## src/hw/rtl/vtp_pkg.sv

```systemverilog
// Shared types and constants for the virtual timer pool.
// Used by virtual_timer_pool and vtp_checker; no dependencies.
package vtp_pkg;

  // Request codes carried in in_tuser; the unused code acts as an update.
  localparam logic [1:0] FUNC_CREATE  = 2'd0;
  localparam logic [1:0] FUNC_DESTROY = 2'd1;
  localparam logic [1:0] FUNC_UPDATE  = 2'd2;

  typedef enum logic [1:0] {
    KIND_EXPIRED = 2'd0,
    KIND_CREATE  = 2'd1,
    KIND_DESTROY = 2'd2,
    KIND_UPDATE  = 2'd3
  } kind_t;

  typedef enum logic [1:0] {
    ST_IDLE,
    ST_SCAN,
    ST_FINAL
  } state_t;

  // At most this many expiry words per request
  localparam int MAX_EXPIRY = 8;
  localparam int EXP_CNT_W  = 4;

  localparam int USER_W = 2;

  // Input word layout
  localparam int IN_DATA_W       = 72;
  localparam int IN_ELAPSED_LSB  = 0;
  localparam int IN_PERIOD_LSB   = 32;
  localparam int IN_PERIODIC_BIT = 64;
  localparam int IN_ID_LSB       = 65;

  // Output word layout
  localparam int OUT_DATA_W   = 40;
  localparam int OUT_SLOT_LSB = 0;
  localparam int OUT_OK_BIT   = 3;
  localparam int OUT_DL_LSB   = 4;
  localparam int OUT_DL_MSB   = 35;
  localparam int OUT_DV_BIT   = 36;
  localparam int OUT_PAD_W    = 3;

endpackage

```

## src/hw/rtl/virtual_timer_pool.sv

```systemverilog
// Virtual timer pool: running/periodic flags in flops, periods and counts in
// one synchronous RAM swept slot by slot. Depends on vtp_pkg.
//
//   channel | dir | tdata (low bit up)                          | tuser | tlast
//   in_     | in  | elapsed, period, periodic, timer_id         | func  | -
//   out_    | out | slot, create_ok, next_deadline, dl_valid    | kind  | last
//
// Create and update sweep every slot through the RAM: one read per cycle while
// the output is not stalled; each slot is updated and written back once its
// read data is registered. Destroy skips the sweep and goes straight to the
// final word. A full output register holds the sweep on an expiry.
// Reset (rst_n low, synchronous) stops all timers; the RAM needs no clearing.
module virtual_timer_pool #(
  parameter int NUM_TIMERS = 8,
  parameter int TICK_WIDTH = 32
) (
  input  logic                           clk,
  input  logic                           rst_n,
  input  logic                           in_tvalid,
  output logic                           in_tready,
  // elapsed_ticks[31:0], period_ticks[63:32], periodic[64], timer_id[67:65]
  input  logic [vtp_pkg::IN_DATA_W-1:0]  in_tdata,
  // func[1:0]
  input  logic [vtp_pkg::USER_W-1:0]     in_tuser,
  output logic                           out_tvalid,
  input  logic                           out_tready,
  // slot[2:0], create_ok[3], next_deadline[35:4], deadline_valid[36]
  output logic [vtp_pkg::OUT_DATA_W-1:0] out_tdata,
  // kind[1:0]
  output logic [vtp_pkg::USER_W-1:0]     out_tuser,
  output logic                           out_tlast
);
  import vtp_pkg::*;

  localparam int TW    = TICK_WIDTH;
  localparam int IDX_W = (NUM_TIMERS > 1) ? $clog2(NUM_TIMERS) : 1;
  localparam int CNT_W = $clog2(NUM_TIMERS + 1);
  localparam logic [TW-1:0]    TICK_MAX   = '1;
  localparam logic [31:0]      TICK_MAX32 = 32'(TICK_MAX);
  localparam logic [CNT_W-1:0] END_CNT    = CNT_W'(NUM_TIMERS);

  // Input word fields
  logic [31:0] in_elapsed;
  logic [31:0] in_period;
  logic        in_periodic;
  logic [2:0]  in_id;
  logic [TW-1:0] in_ticks;

  assign in_elapsed  = in_tdata[IN_ELAPSED_LSB +: 32];
  assign in_period   = in_tdata[IN_PERIOD_LSB +: 32];
  assign in_periodic = in_tdata[IN_PERIODIC_BIT];
  assign in_id       = in_tdata[IN_ID_LSB +: 3];
  // period + 1, saturating so a loaded timer never holds zero
  assign in_ticks = (in_period >= TICK_MAX32) ? TICK_MAX : (in_period[TW-1:0] + TW'(1));

  // Control registers
  state_t                  state_r, state_nxt;
  logic [CNT_W-1:0]        rd_cnt_r, rd_cnt_nxt;
  logic                    p_vld_r, p_vld_nxt;
  logic [NUM_TIMERS-1:0]   running_r, running_nxt;
  logic [NUM_TIMERS-1:0]   periodic_r, periodic_nxt;
  logic                    out_valid_r, out_valid_nxt;

  // Per-request and sweep registers
  logic [1:0]              func_r, func_nxt;
  logic                    apply_r, apply_nxt;
  logic [TW-1:0]           el_r, el_nxt;
  logic [TW-1:0]           ticks_r, ticks_nxt;
  logic                    per_r, per_nxt;
  logic [2:0]              id_r, id_nxt;
  logic [IDX_W-1:0]        p_idx_r, p_idx_nxt;
  logic [EXP_CNT_W-1:0]    exp_cnt_r, exp_cnt_nxt;
  logic [TW-1:0]           min_r, min_nxt;
  logic                    any_r, any_nxt;
  logic                    free_found_r, free_found_nxt;
  logic [IDX_W-1:0]        free_idx_r, free_idx_nxt;

  // Output register
  kind_t                   kind_r, kind_nxt;
  logic [2:0]              slot_r, slot_nxt;
  logic                    ok_r, ok_nxt;
  logic [31:0]             dl_r, dl_nxt;
  logic                    dv_r, dv_nxt;
  logic                    last_r, last_nxt;
  logic                    out_load;

  // Timer RAM: {reload_period, remaining_count}
  logic [2*TW-1:0]         tmr_mem [NUM_TIMERS];
  logic                    mem_wr_en;
  logic [IDX_W-1:0]        mem_wr_addr;
  logic [2*TW-1:0]         mem_wr_data;
  logic                    mem_rd_en;
  logic [IDX_W-1:0]        mem_rd_addr;
  logic [2*TW-1:0]         mem_rd_data_r;

  // Slot being updated
  logic [TW-1:0]           p_rem, p_reload, p_dec, p_new;
  logic                    p_run, p_per, p_zero, p_stay, p_exp, p_emit;
  logic                    out_free, stall;
  logic [IDX_W+2:0]        p_slot_ext, free_slot_ext;
  logic                    create_ok;
  logic                    fin_any;
  logic [TW-1:0]           fin_min;

  assign in_tready  = (state_r == ST_IDLE);
  assign out_free   = !out_valid_r || out_tready;

  assign p_rem    = mem_rd_data_r[TW-1:0];
  assign p_reload = mem_rd_data_r[2*TW-1:TW];
  assign p_run    = running_r[p_idx_r];
  assign p_per    = periodic_r[p_idx_r];
  assign p_dec    = (el_r >= p_rem) ? '0 : (p_rem - el_r);
  assign p_zero   = (p_dec == '0);

  always_comb begin
    if (apply_r) begin
      p_new  = (p_zero && p_per) ? p_reload : p_dec;
      p_stay = p_run && !(p_zero && !p_per);
      p_exp  = p_run && p_zero;
    end else begin
      p_new  = p_rem;
      p_stay = p_run;
      p_exp  = 1'b0;
    end
  end

  assign p_emit = p_exp && (exp_cnt_r < EXP_CNT_W'(MAX_EXPIRY));
  assign stall  = p_vld_r && p_emit && !out_free;

  assign p_slot_ext    = {3'b000, p_idx_r};
  assign free_slot_ext = {3'b000, free_idx_r};
  assign create_ok     = (func_r == FUNC_CREATE) && apply_r;

  // Fold the newly loaded slot into the sweep minimum
  always_comb begin
    fin_any = any_r;
    fin_min = min_r;
    if (create_ok && (!any_r || ticks_r < min_r)) begin
      fin_any = 1'b1;
      fin_min = ticks_r;
    end
  end

  always_comb begin
    state_nxt      = state_r;
    rd_cnt_nxt     = rd_cnt_r;
    p_vld_nxt      = p_vld_r;
    running_nxt    = running_r;
    periodic_nxt   = periodic_r;
    func_nxt       = func_r;
    apply_nxt      = apply_r;
    el_nxt         = el_r;
    ticks_nxt      = ticks_r;
    per_nxt        = per_r;
    id_nxt         = id_r;
    p_idx_nxt      = p_idx_r;
    exp_cnt_nxt    = exp_cnt_r;
    min_nxt        = min_r;
    any_nxt        = any_r;
    free_found_nxt = free_found_r;
    free_idx_nxt   = free_idx_r;
    kind_nxt       = kind_r;
    slot_nxt       = slot_r;
    ok_nxt         = ok_r;
    dl_nxt         = dl_r;
    dv_nxt         = dv_r;
    last_nxt       = last_r;
    out_load       = 1'b0;
    mem_wr_en      = 1'b0;
    mem_wr_addr    = p_idx_r;
    mem_wr_data    = {p_reload, p_new};
    mem_rd_en      = 1'b0;
    mem_rd_addr    = rd_cnt_r[IDX_W-1:0];

    unique case (state_r)
      ST_IDLE: begin
        if (in_tvalid) begin
          func_nxt       = in_tuser;
          el_nxt         = in_elapsed[TW-1:0];
          ticks_nxt      = in_ticks;
          per_nxt        = in_periodic;
          id_nxt         = in_id;
          // full pool: sweep only for the deadline, leave the timers alone
          apply_nxt      = (in_tuser != FUNC_DESTROY) &&
                           !((in_tuser == FUNC_CREATE) && (&running_r));
          rd_cnt_nxt     = '0;
          p_vld_nxt      = 1'b0;
          exp_cnt_nxt    = '0;
          min_nxt        = '0;
          any_nxt        = 1'b0;
          free_found_nxt = 1'b0;
          state_nxt      = (in_tuser == FUNC_DESTROY) ? ST_FINAL : ST_SCAN;
        end
      end

      ST_SCAN: begin
        if (!stall) begin
          if (p_vld_r) begin
            if (!p_run && !free_found_r) begin
              free_found_nxt = 1'b1;
              free_idx_nxt   = p_idx_r;
            end
            mem_wr_en = apply_r && p_run;
            if (p_exp && !p_per) begin
              running_nxt[p_idx_r] = 1'b0;
            end
            if (p_stay && (!any_r || p_new < min_r)) begin
              min_nxt = p_new;
              any_nxt = 1'b1;
            end
            if (p_emit) begin
              out_load    = 1'b1;
              kind_nxt    = KIND_EXPIRED;
              slot_nxt    = p_slot_ext[2:0];
              ok_nxt      = 1'b0;
              dl_nxt      = '0;
              dv_nxt      = 1'b0;
              last_nxt    = 1'b0;
              exp_cnt_nxt = exp_cnt_r + EXP_CNT_W'(1);
            end
          end
          if (rd_cnt_r != END_CNT) begin
            mem_rd_en  = 1'b1;
            p_vld_nxt  = 1'b1;
            p_idx_nxt  = rd_cnt_r[IDX_W-1:0];
            rd_cnt_nxt = rd_cnt_r + CNT_W'(1);
          end else begin
            p_vld_nxt = 1'b0;
            state_nxt = ST_FINAL;
          end
        end
      end

      ST_FINAL: begin
        if (out_free) begin
          out_load  = 1'b1;
          last_nxt  = 1'b1;
          state_nxt = ST_IDLE;
          if (func_r == FUNC_DESTROY) begin
            kind_nxt = KIND_DESTROY;
            slot_nxt = id_r;
            ok_nxt   = 1'b0;
            dl_nxt   = '0;
            dv_nxt   = 1'b0;
            for (int i = 0; i < NUM_TIMERS; i++) begin
              if (i == int'(id_r)) begin
                running_nxt[i] = 1'b0;
              end
            end
          end else begin
            kind_nxt = (func_r == FUNC_CREATE) ? KIND_CREATE : KIND_UPDATE;
            slot_nxt = create_ok ? free_slot_ext[2:0] : 3'b000;
            ok_nxt   = create_ok;
            dl_nxt   = fin_any ? 32'(fin_min) : 32'd0;
            dv_nxt   = fin_any;
            if (create_ok) begin
              running_nxt[free_idx_r]  = 1'b1;
              periodic_nxt[free_idx_r] = per_r;
              mem_wr_en   = 1'b1;
              mem_wr_addr = free_idx_r;
              mem_wr_data = {ticks_r, ticks_r};
            end
          end
        end
      end

      default: begin
        state_nxt = ST_IDLE;
      end
    endcase

    if (out_load) begin
      out_valid_nxt = 1'b1;
    end else if (out_tready) begin
      out_valid_nxt = 1'b0;
    end else begin
      out_valid_nxt = out_valid_r;
    end
  end

  always_ff @(posedge clk) begin
    if (!rst_n) begin
      state_r     <= ST_IDLE;
      rd_cnt_r    <= '0;
      p_vld_r     <= 1'b0;
      running_r   <= '0;
      periodic_r  <= '0;
      out_valid_r <= 1'b0;
    end else begin
      state_r     <= state_nxt;
      rd_cnt_r    <= rd_cnt_nxt;
      p_vld_r     <= p_vld_nxt;
      running_r   <= running_nxt;
      periodic_r  <= periodic_nxt;
      out_valid_r <= out_valid_nxt;
    end
  end

  always_ff @(posedge clk) begin
    func_r       <= func_nxt;
    apply_r      <= apply_nxt;
    el_r         <= el_nxt;
    ticks_r      <= ticks_nxt;
    per_r        <= per_nxt;
    id_r         <= id_nxt;
    p_idx_r      <= p_idx_nxt;
    exp_cnt_r    <= exp_cnt_nxt;
    min_r        <= min_nxt;
    any_r        <= any_nxt;
    free_found_r <= free_found_nxt;
    free_idx_r   <= free_idx_nxt;
    kind_r       <= kind_nxt;
    slot_r       <= slot_nxt;
    ok_r         <= ok_nxt;
    dl_r         <= dl_nxt;
    dv_r         <= dv_nxt;
    last_r       <= last_nxt;
  end

  always_ff @(posedge clk) begin
    if (mem_wr_en) begin
      tmr_mem[mem_wr_addr] <= mem_wr_data;
    end
    if (mem_rd_en) begin
      mem_rd_data_r <= tmr_mem[mem_rd_addr];
    end
  end

  assign out_tvalid = out_valid_r;
  assign out_tdata  = {{OUT_PAD_W{1'b0}}, dv_r, dl_r, ok_r, slot_r};
  assign out_tuser  = kind_r;
  assign out_tlast  = last_r;

endmodule

```

## config.mk

```make
export PLATFORM = sky130hd
export DESIGN_NAME = virtual_timer_pool
export DESIGN_NICKNAME = d
export VERILOG_FILES = /design/src/hw/rtl/vtp_pkg.sv /design/src/hw/rtl/virtual_timer_pool.sv
export SDC_FILE = /design/constraint.sdc
export NUM_CORES = 1
export LEC_CHECK = 0
export BUFFER_PORTS_ARGS = -buffer_cell sky130_fd_sc_hd__buf_2
export CORE_ASPECT_RATIO = 2
export CORE_MARGIN = 1.5
export CORE_UTILIZATION = 35
export CTS_CLUSTER_DIAMETER = 200
export DETAILED_ROUTE_END_ITERATION = 10
export GPL_ROUTABILITY_DRIVEN = 0
export SLEW_MARGIN = 0
export SYNTH_ARGS = -nofsm -noshare
export SYNTH_HDL_FRONTEND = slang
export SYNTH_SLANG_ARGS = --single-unit
```

## constraint.sdc

```tcl
create_clock -name clk -period 22.5 [get_ports clk]
set_input_delay 4.5 -clock clk [delete_from_list [all_inputs] [get_ports clk]]
set_output_delay 4.5 -clock clk [all_outputs]
set_load 0.03 [all_outputs]
```

==> results of run 1 <==
==> cell usage after synthesis, types with 5 or more instances <==
cell / n / area (um^2)
edfxtp_1: 731 / 22000
nand2_1: 201 / 754
nor2_1: 166 / 623
mux4_2: 129 / 2910
inv_1: 117 / 439
ha_1: 101 / 1260
clkbuf_1: 84 / 315
o21ai_0: 83 / 415
a21oi_1: 79 / 395
mux2_2: 65 / 732
nor3_1: 47 / 235
mux2i_1: 43 / 430
nand3_1: 41 / 205
a21o_1: 40 / 300
a221o_1: 32 / 320
nand4_1: 30 / 188
xor2_1: 28 / 245
dfxtp_1: 24 / 480
and3_1: 23 / 144
a211oi_1: 22 / 165
a221oi_1: 22 / 193
nor2b_1: 20 / 125
buf_1: 19 / 71.3
xnor2_1: 19 / 166
a31oi_1: 11 / 68.8
and2_1: 11 / 68.8
buf_4: 11 / 82.6
nand2b_1: 11 / 68.8
o21a_1: 10 / 75.1
o31ai_1: 7 / 52.6
and4_1: 6 / 52.6
nor4_1: 5 / 31.3
o211ai_1: 5 / 37.5
or4_1: 5 / 37.5
==> area by class of cell <==
cell class | instances | area [um^2] | share of cell area
Sequential cell | 755 | 22400 | 0.582
Clock inverter | 39 | 357 | 0.00924
Inverter | 119 | 447 | 0.0116
Timing Repair Buffer | 148 | 823 | 0.0213
Clock buffer | 83 | 1870 | 0.0486
Tap cell | 1230 | 1540 | 0.0399
Multi-Input combinational cell | 1341 | 11100 | 0.288
==> worst max-delay path by stage <==
stage / cells after the start / from / slack (ns) / endpoint
global route: 26 / el_r[0] / 13.13 / min_r[8]
CTS: 26 / el_r[0] / 13.61 / min_r[10]
floorplan: 9 / out_tready / 13.52 / tmr_mem[7][0]
detailed placement: 26 / el_r[0] / 13.69 / min_r[15]
finish: 26 / el_r[0] / 13.45 / min_r[8]
global placement: 26 / el_r[0] / 13.73 / min_r[20]
==> routing by layer <==
layer | routed length (um) | GRT usage | up-vias
met5 | 0 | 0 | -
li1 | - | - | 9223
met2 | 50600 | 0.349 | 854
met3 | 4680 | 0.0259 | 261
met1 | 36900 | 0.224 | 10800
met4 | 6680 | 0.124 | 0
==> stage by stage <==
stage	utilization	total power, mW	cell area [um^2]	setup slack, ns	hold WS [ns]
final	0.397	3.40	38600	13.45	0.464
after global routing	0.397	3.52	38600	13.13	0.486
after CTS	0.397	3.42	38600	13.61	0.471
after detailed placement	0.374	2.24	36300	13.69	0.459
after global placement	0.374	2.23	36300	13.73	0.449
after floorplan	-	2.04	34300	13.52	0.424
==> state kept, by name, indices dropped and copies added, names as in the netlist, 8 cells and up <==
name           count
tmr_mem          512
mem_rd_data_r     64
dl_r              32
el_r              32
min_r             32
ticks_r           32
periodic_r         8
running_r          8
==> critical path, stage by stage (launching register included) <==
cell and delay, ns:
edfxtp_1 0.45, ha_1 0.32, fa_1 0.42, nand2b_1 0.19, a21oi_1 0.31, a21oi_1 0.19
o21ai_0 0.64, xor2_1 0.37, or4_1 0.63, nor4_2 0.33, nand4_2 0.33, a21oi_2 0.22
buf_4 0.44, a21oi_1 0.16, nor2_1 0.21, ha_1 0.18, nand4_1 0.19, nor4_1 0.74
nand2_1 0.26, or3_1 0.53, or3_1 0.46, o31ai_1 0.25, o31ai_1 0.14, nand3_1 0.12
a221o_1 0.18, a21oi_4 0.06, buf_4 0.31
==> cells by family (layout without fill, tap and decap cells) <==
kind of cell | Yosys count | count (layout) | share of synthesized area
multiplexers | 237 | 237 | 0.119
AND/OR/NAND/NOR | 587 | 587 | 0.0789
adder cells (fa/ha/maj) | 102 | 102 | 0.0374
other | 1 | 3 | 0.000109
buffers and inverters | 234 | 389 | 0.0268
flip-flops | 755 | 755 | 0.654
XOR/XNOR | 47 | 47 | 0.0120
AO/OA/AOI/OAI | 365 | 365 | 0.0727
==> where the power goes <==
| part | total [mW] | internal [mW] | switching (mW) |
|---|---|---|---|
| registers | 1.68 | 1.64 | 0.0430 |
| logic | 0.535 | 0.174 | 0.360 |
| clock network | 1.18 | 0.657 | 0.526 |
==> results.ini, run 1 <==
[cts]
cts_buffers=69
cts_resized=0
cts.sinks=755
worstSkewPairLatency_ns=0.65
cts_root_buf=clkbuf_16
hold_buffers=0
cts_setup_buffers=0
h-tree-depth=3
cts_tree=built
clkSlewWorstSetupHoldPaths_ns=0.07
cts.path.max_buffers=3

[final_layout]
n_fill_cell=8943
final_common_cell=edfxtp_1
drive_gt1_frac=0.194
antenna_cells=0
instances_no_fill=3715
num-nets-final=2614
synthToLayoutAreaGrowth_pct=12.4
layout_common_cells=731 x edfxtp_1, 201 x nand2_1, 158 x nor2_1, 129 x mux4_2, 117 x inv_1

[worst_setup_path]
critPathRequiredTime_ns=22.81
r2r-start=el_r[0]
critPathKind=reg2reg
end_kind=flop
startpoint_type=flop
worst_r2r_endpoint=min_r[8]
worst-endpoint-arrival_ns=9.36
r2r_slack_ns=13.45
crit_fanout=33
r2r_cells=26

[grt]
track_usage=0.197
grt_overflow_total=0
grt_max_degree=60
grt_pass1_wl_mm=143
antenna_found_initial=4
grt_pass1_vias=21600

[drt]
routed_wirelength_mm=98.8
via_per_inst=5.70
drc=0
wl_per_cell_um=26.6
dr.pass1.iters=5
ant_nets=0
num_vias=21200
drtIter0Drc=1891

[power]
vdd_drop_max_v=0.0000598
powerDensity_nw_per_um2=88.1
power.leakage_nw=13.4

[yosys]
ys_warn_count=0
ys_seq_area_frac=0.654
syn_area_per_cell_um2=14.7
synth_flop_cell=edfxtp_1
synth-edff-count=731
synthArstFlopShare=0
synth.distinct_cells=74
ys_ff_latch=755
netlist_instances=2328
syn_area_um2=34300

[worst_hold_path]
hold_start=periodic_r[4]
holdPathStages=2
whs_endpoint=periodic_r[4]
hold_class=reg2reg

[timing]
setup_viol=0
setup_tns_ns=0
fin_crit_ns=9.05
rsz0062_at_grt=no
worst-slew-pin-transition_ns=1.14
max_slew_margin=0.233
period_share=0.402
finClkSkew_ns=0.0284
hold_violations=0
maxSlewViolCount=0
fmax_mhz=111

[floorplanning]
die_y_um=446
design.portCount=123
rows=162
die_w_um=224
initial_core_util=0.353
core-area_um2=97300
dieArea_um2=100000

[place]
dp_hpwl_mm=66.3
io_buffers=115
dpl.cell_count=3593

[outcome]
outcome=complete, no violations

[run]
cap_viol_max_count=0

Power figures use the tool's default switching activity.
==> run 2: changes to the inputs <==
clock period = 8.7 ns   (was 22.5 ns; I/O delays follow)
==> run 2 against run 1 <==
Effect of this change:
- non-clock buffer count grew 6
- wire length increased by 2.0%
- largest cell class unchanged
- sequential power grew to 2.6 times the previous value
==> results.ini, run 2 (synthesis gave the netlist of run 1 again) <==
[outcome]
outcome=complete, no violations  ; unchanged

[timing]
worst-slew-pin-transition_ns=1.19  ; was 1.14 ns
maxSlewViolCount=0  ; unchanged
hold_violations=0  ; unchanged
fmax_mhz=120  ; was 111 MHz
rsz0062_at_grt=no  ; unchanged
fin_crit_ns=8.33  ; was 9.05 ns
setup_tns_ns=0  ; unchanged
period_share=0.957  ; was 0.402
setup_viol=0  ; unchanged
max_slew_margin=0.202  ; was 0.233
finClkSkew_ns=0.0317  ; was 0.0284 ns

[floorplanning]
die_w_um=224  ; unchanged
initial_core_util=0.353  ; unchanged
dieArea_um2=100000  ; unchanged
rows=162  ; unchanged
design.portCount=123  ; unchanged
die_y_um=446  ; unchanged
core-area_um2=97300  ; unchanged

[grt]
grt_pass1_vias=21700  ; was 21600
grt_pass1_wl_mm=146  ; was 143 mm
antenna_found_initial=6  ; was 4
grt_max_degree=58  ; was 60
grt_overflow_total=0  ; unchanged
busiest_layer=met2  ; unchanged
grt.met1_usage=0.233  ; was 0.224
grt.met2_usage=0.360  ; was 0.349
grtUsageMet3=0.0288  ; was 0.0259
track_usage=0.202  ; was 0.197

[worst_hold_path]
hold_class=reg2reg  ; unchanged

[power]
intPower_mw=6.36  ; was 2.47 mW
p_comb_frac=0.160  ; was 0.157
totalPowerFinal_mw=8.80  ; was 3.40 mW
p_clk_frac=0.345  ; was 0.348
power.leakage_nw=13.4  ; about the same
switching_share=0.277  ; was 0.273
vdd_drop_max_v=0.000147  ; was 0.0000598 V
powerDensity_nw_per_um2=228  ; was 88.1 nW/um^2
p_sw_mw=2.44  ; was 0.929 mW
pwr-share-seq=0.495  ; about the same

[final_layout]
layout_common_cells=731 x edfxtp_1, 201 x nand2_1, 158 x nor2_1, 129 x mux4_2, 117 x inv_1  ; unchanged
largest_reg_flops=512  ; unchanged
num-nets-final=2619  ; was 2614
drive_gt1_frac=0.194  ; about the same
final_common_cell=edfxtp_1  ; unchanged
finalCoreUtilization=0.397  ; about the same
top_register=tmr_mem  ; unchanged
reg.largest.list=tmr_mem: 512 flops, mem_rd_data_r: 64 flops  ; unchanged
synthToLayoutAreaGrowth_pct=12.6  ; was 12.4%

[cts]
cts_buffers=68  ; was 69
cts_setup_buffers=0  ; unchanged
worstSkewPairLatency_ns=0.65  ; about the same
clkSlewWorstSetupHoldPaths_ns=0.06  ; was 0.07 ns
cts.path.max_buffers=3  ; unchanged
h-tree-depth=3  ; unchanged
cts.sinks=755  ; unchanged
hold_buffers=0  ; unchanged
cts_tree=built  ; unchanged
cts_root_buf=clkbuf_16  ; unchanged
cts_resized=0  ; unchanged

[drt]
drc=0  ; unchanged
num_vias=21200  ; about the same
wl_per_cell_um=27.0  ; was 26.6 um
drtIter0Drc=2250  ; was 1891
via_per_inst=5.68  ; was 5.70
dr.pass1.iters=6  ; was 5
ant_nets=0  ; unchanged
routed_wirelength_mm=101  ; was 98.8 mm

[worst_setup_path]
worst-endpoint-arrival_ns=8.64  ; was 9.36 ns
critPathSlowestCell=o21ai_0  ; was nor4_1
path_delay_family=simple AND/OR/NAND/NOR gates  ; unchanged
critPathKind=reg2reg  ; unchanged
critPathRequiredTime_ns=9.02  ; was 22.81 ns
path_buf_inv=3  ; was 2
max_stage_delay_ns=0.56  ; was 0.74 ns
crit_fanout=33  ; unchanged
cp_common_cell=nor2_1  ; was a21oi_1
startpoint_type=flop  ; unchanged
end_kind=flop  ; unchanged

[run]
cap_viol_max_count=0  ; unchanged

[place]
io_buffers=115  ; unchanged
dp_hpwl_mm=67.8  ; was 66.3 mm

-- run 2: power by group through the flow --
| stage | sequential (mW) | clock (mW) | combinational [mW] |
|---|---|---|---|
| final | 4.36 | 3.03 | 1.41 |
| after global routing | 4.37 | 3.20 | 1.52 |
| after CTS | 4.36 | 3.09 | 1.39 |
| after detailed placement | 4.43 | 0 | 1.39 |
| after global placement | 4.43 | 0 | 1.36 |
| after floorplan | 4.40 | 0 | 0.872 |
-- run 2: stage by stage --
step | hold slack, ns | cells | setup slack [ns] | area, um^2
floorplan | 0.424 | 2330 | 1.08 | 34300
global placement | 0.443 | 3599 | 0.683 | 36400
detailed placement | 0.461 | 3599 | 0.589 | 36400
CTS | 0.470 | 3724 | 0.545 | 38600
global route | 0.506 | 3727 | 0.191 | 38700
finish | 0.471 | 3727 | 0.372 | 38700
-- run 2: layout make-up --
class | instances | area, um^2
inverters | 119 | 447
fillers | 8904 | 58600
flip-flops and latches | 755 | 22400
multi-input cells | 1341 | 11100
repair buffers | 154 | 918
well taps | 1230 | 1540
clock inverters | 45 | 398
diodes | 3 | 7.51
clock buffers | 80 | 1810
-- run 2: tightest hold or removal path, stage by stage, from the launching register on --
cell,delay (ns)
dfxtp_1,0.31
nand2_1,0.05
a21oi_1,0.06
-- run 2: final timing paths --
kind         depth (start not counted)           from             to  slack [ns]
max                                 28        el_r[0]      min_r[13]        0.37
min                                  2  periodic_r[2]  periodic_r[2]        0.47
max reg2reg                         28        el_r[0]      min_r[13]        0.37
min reg2reg                          2  periodic_r[2]  periodic_r[2]        0.47
-- run 2: routing by layer --
| metal | wire, um | vias to the layer above |
|---|---|---|
| met5 | 13 | - |
| met2 | 52200 | 925 |
| met1 | 37100 | 10800 |
| met4 | 5740 | 2 |
| li1 | - | 9233 |
| met3 | 5650 | 245 |
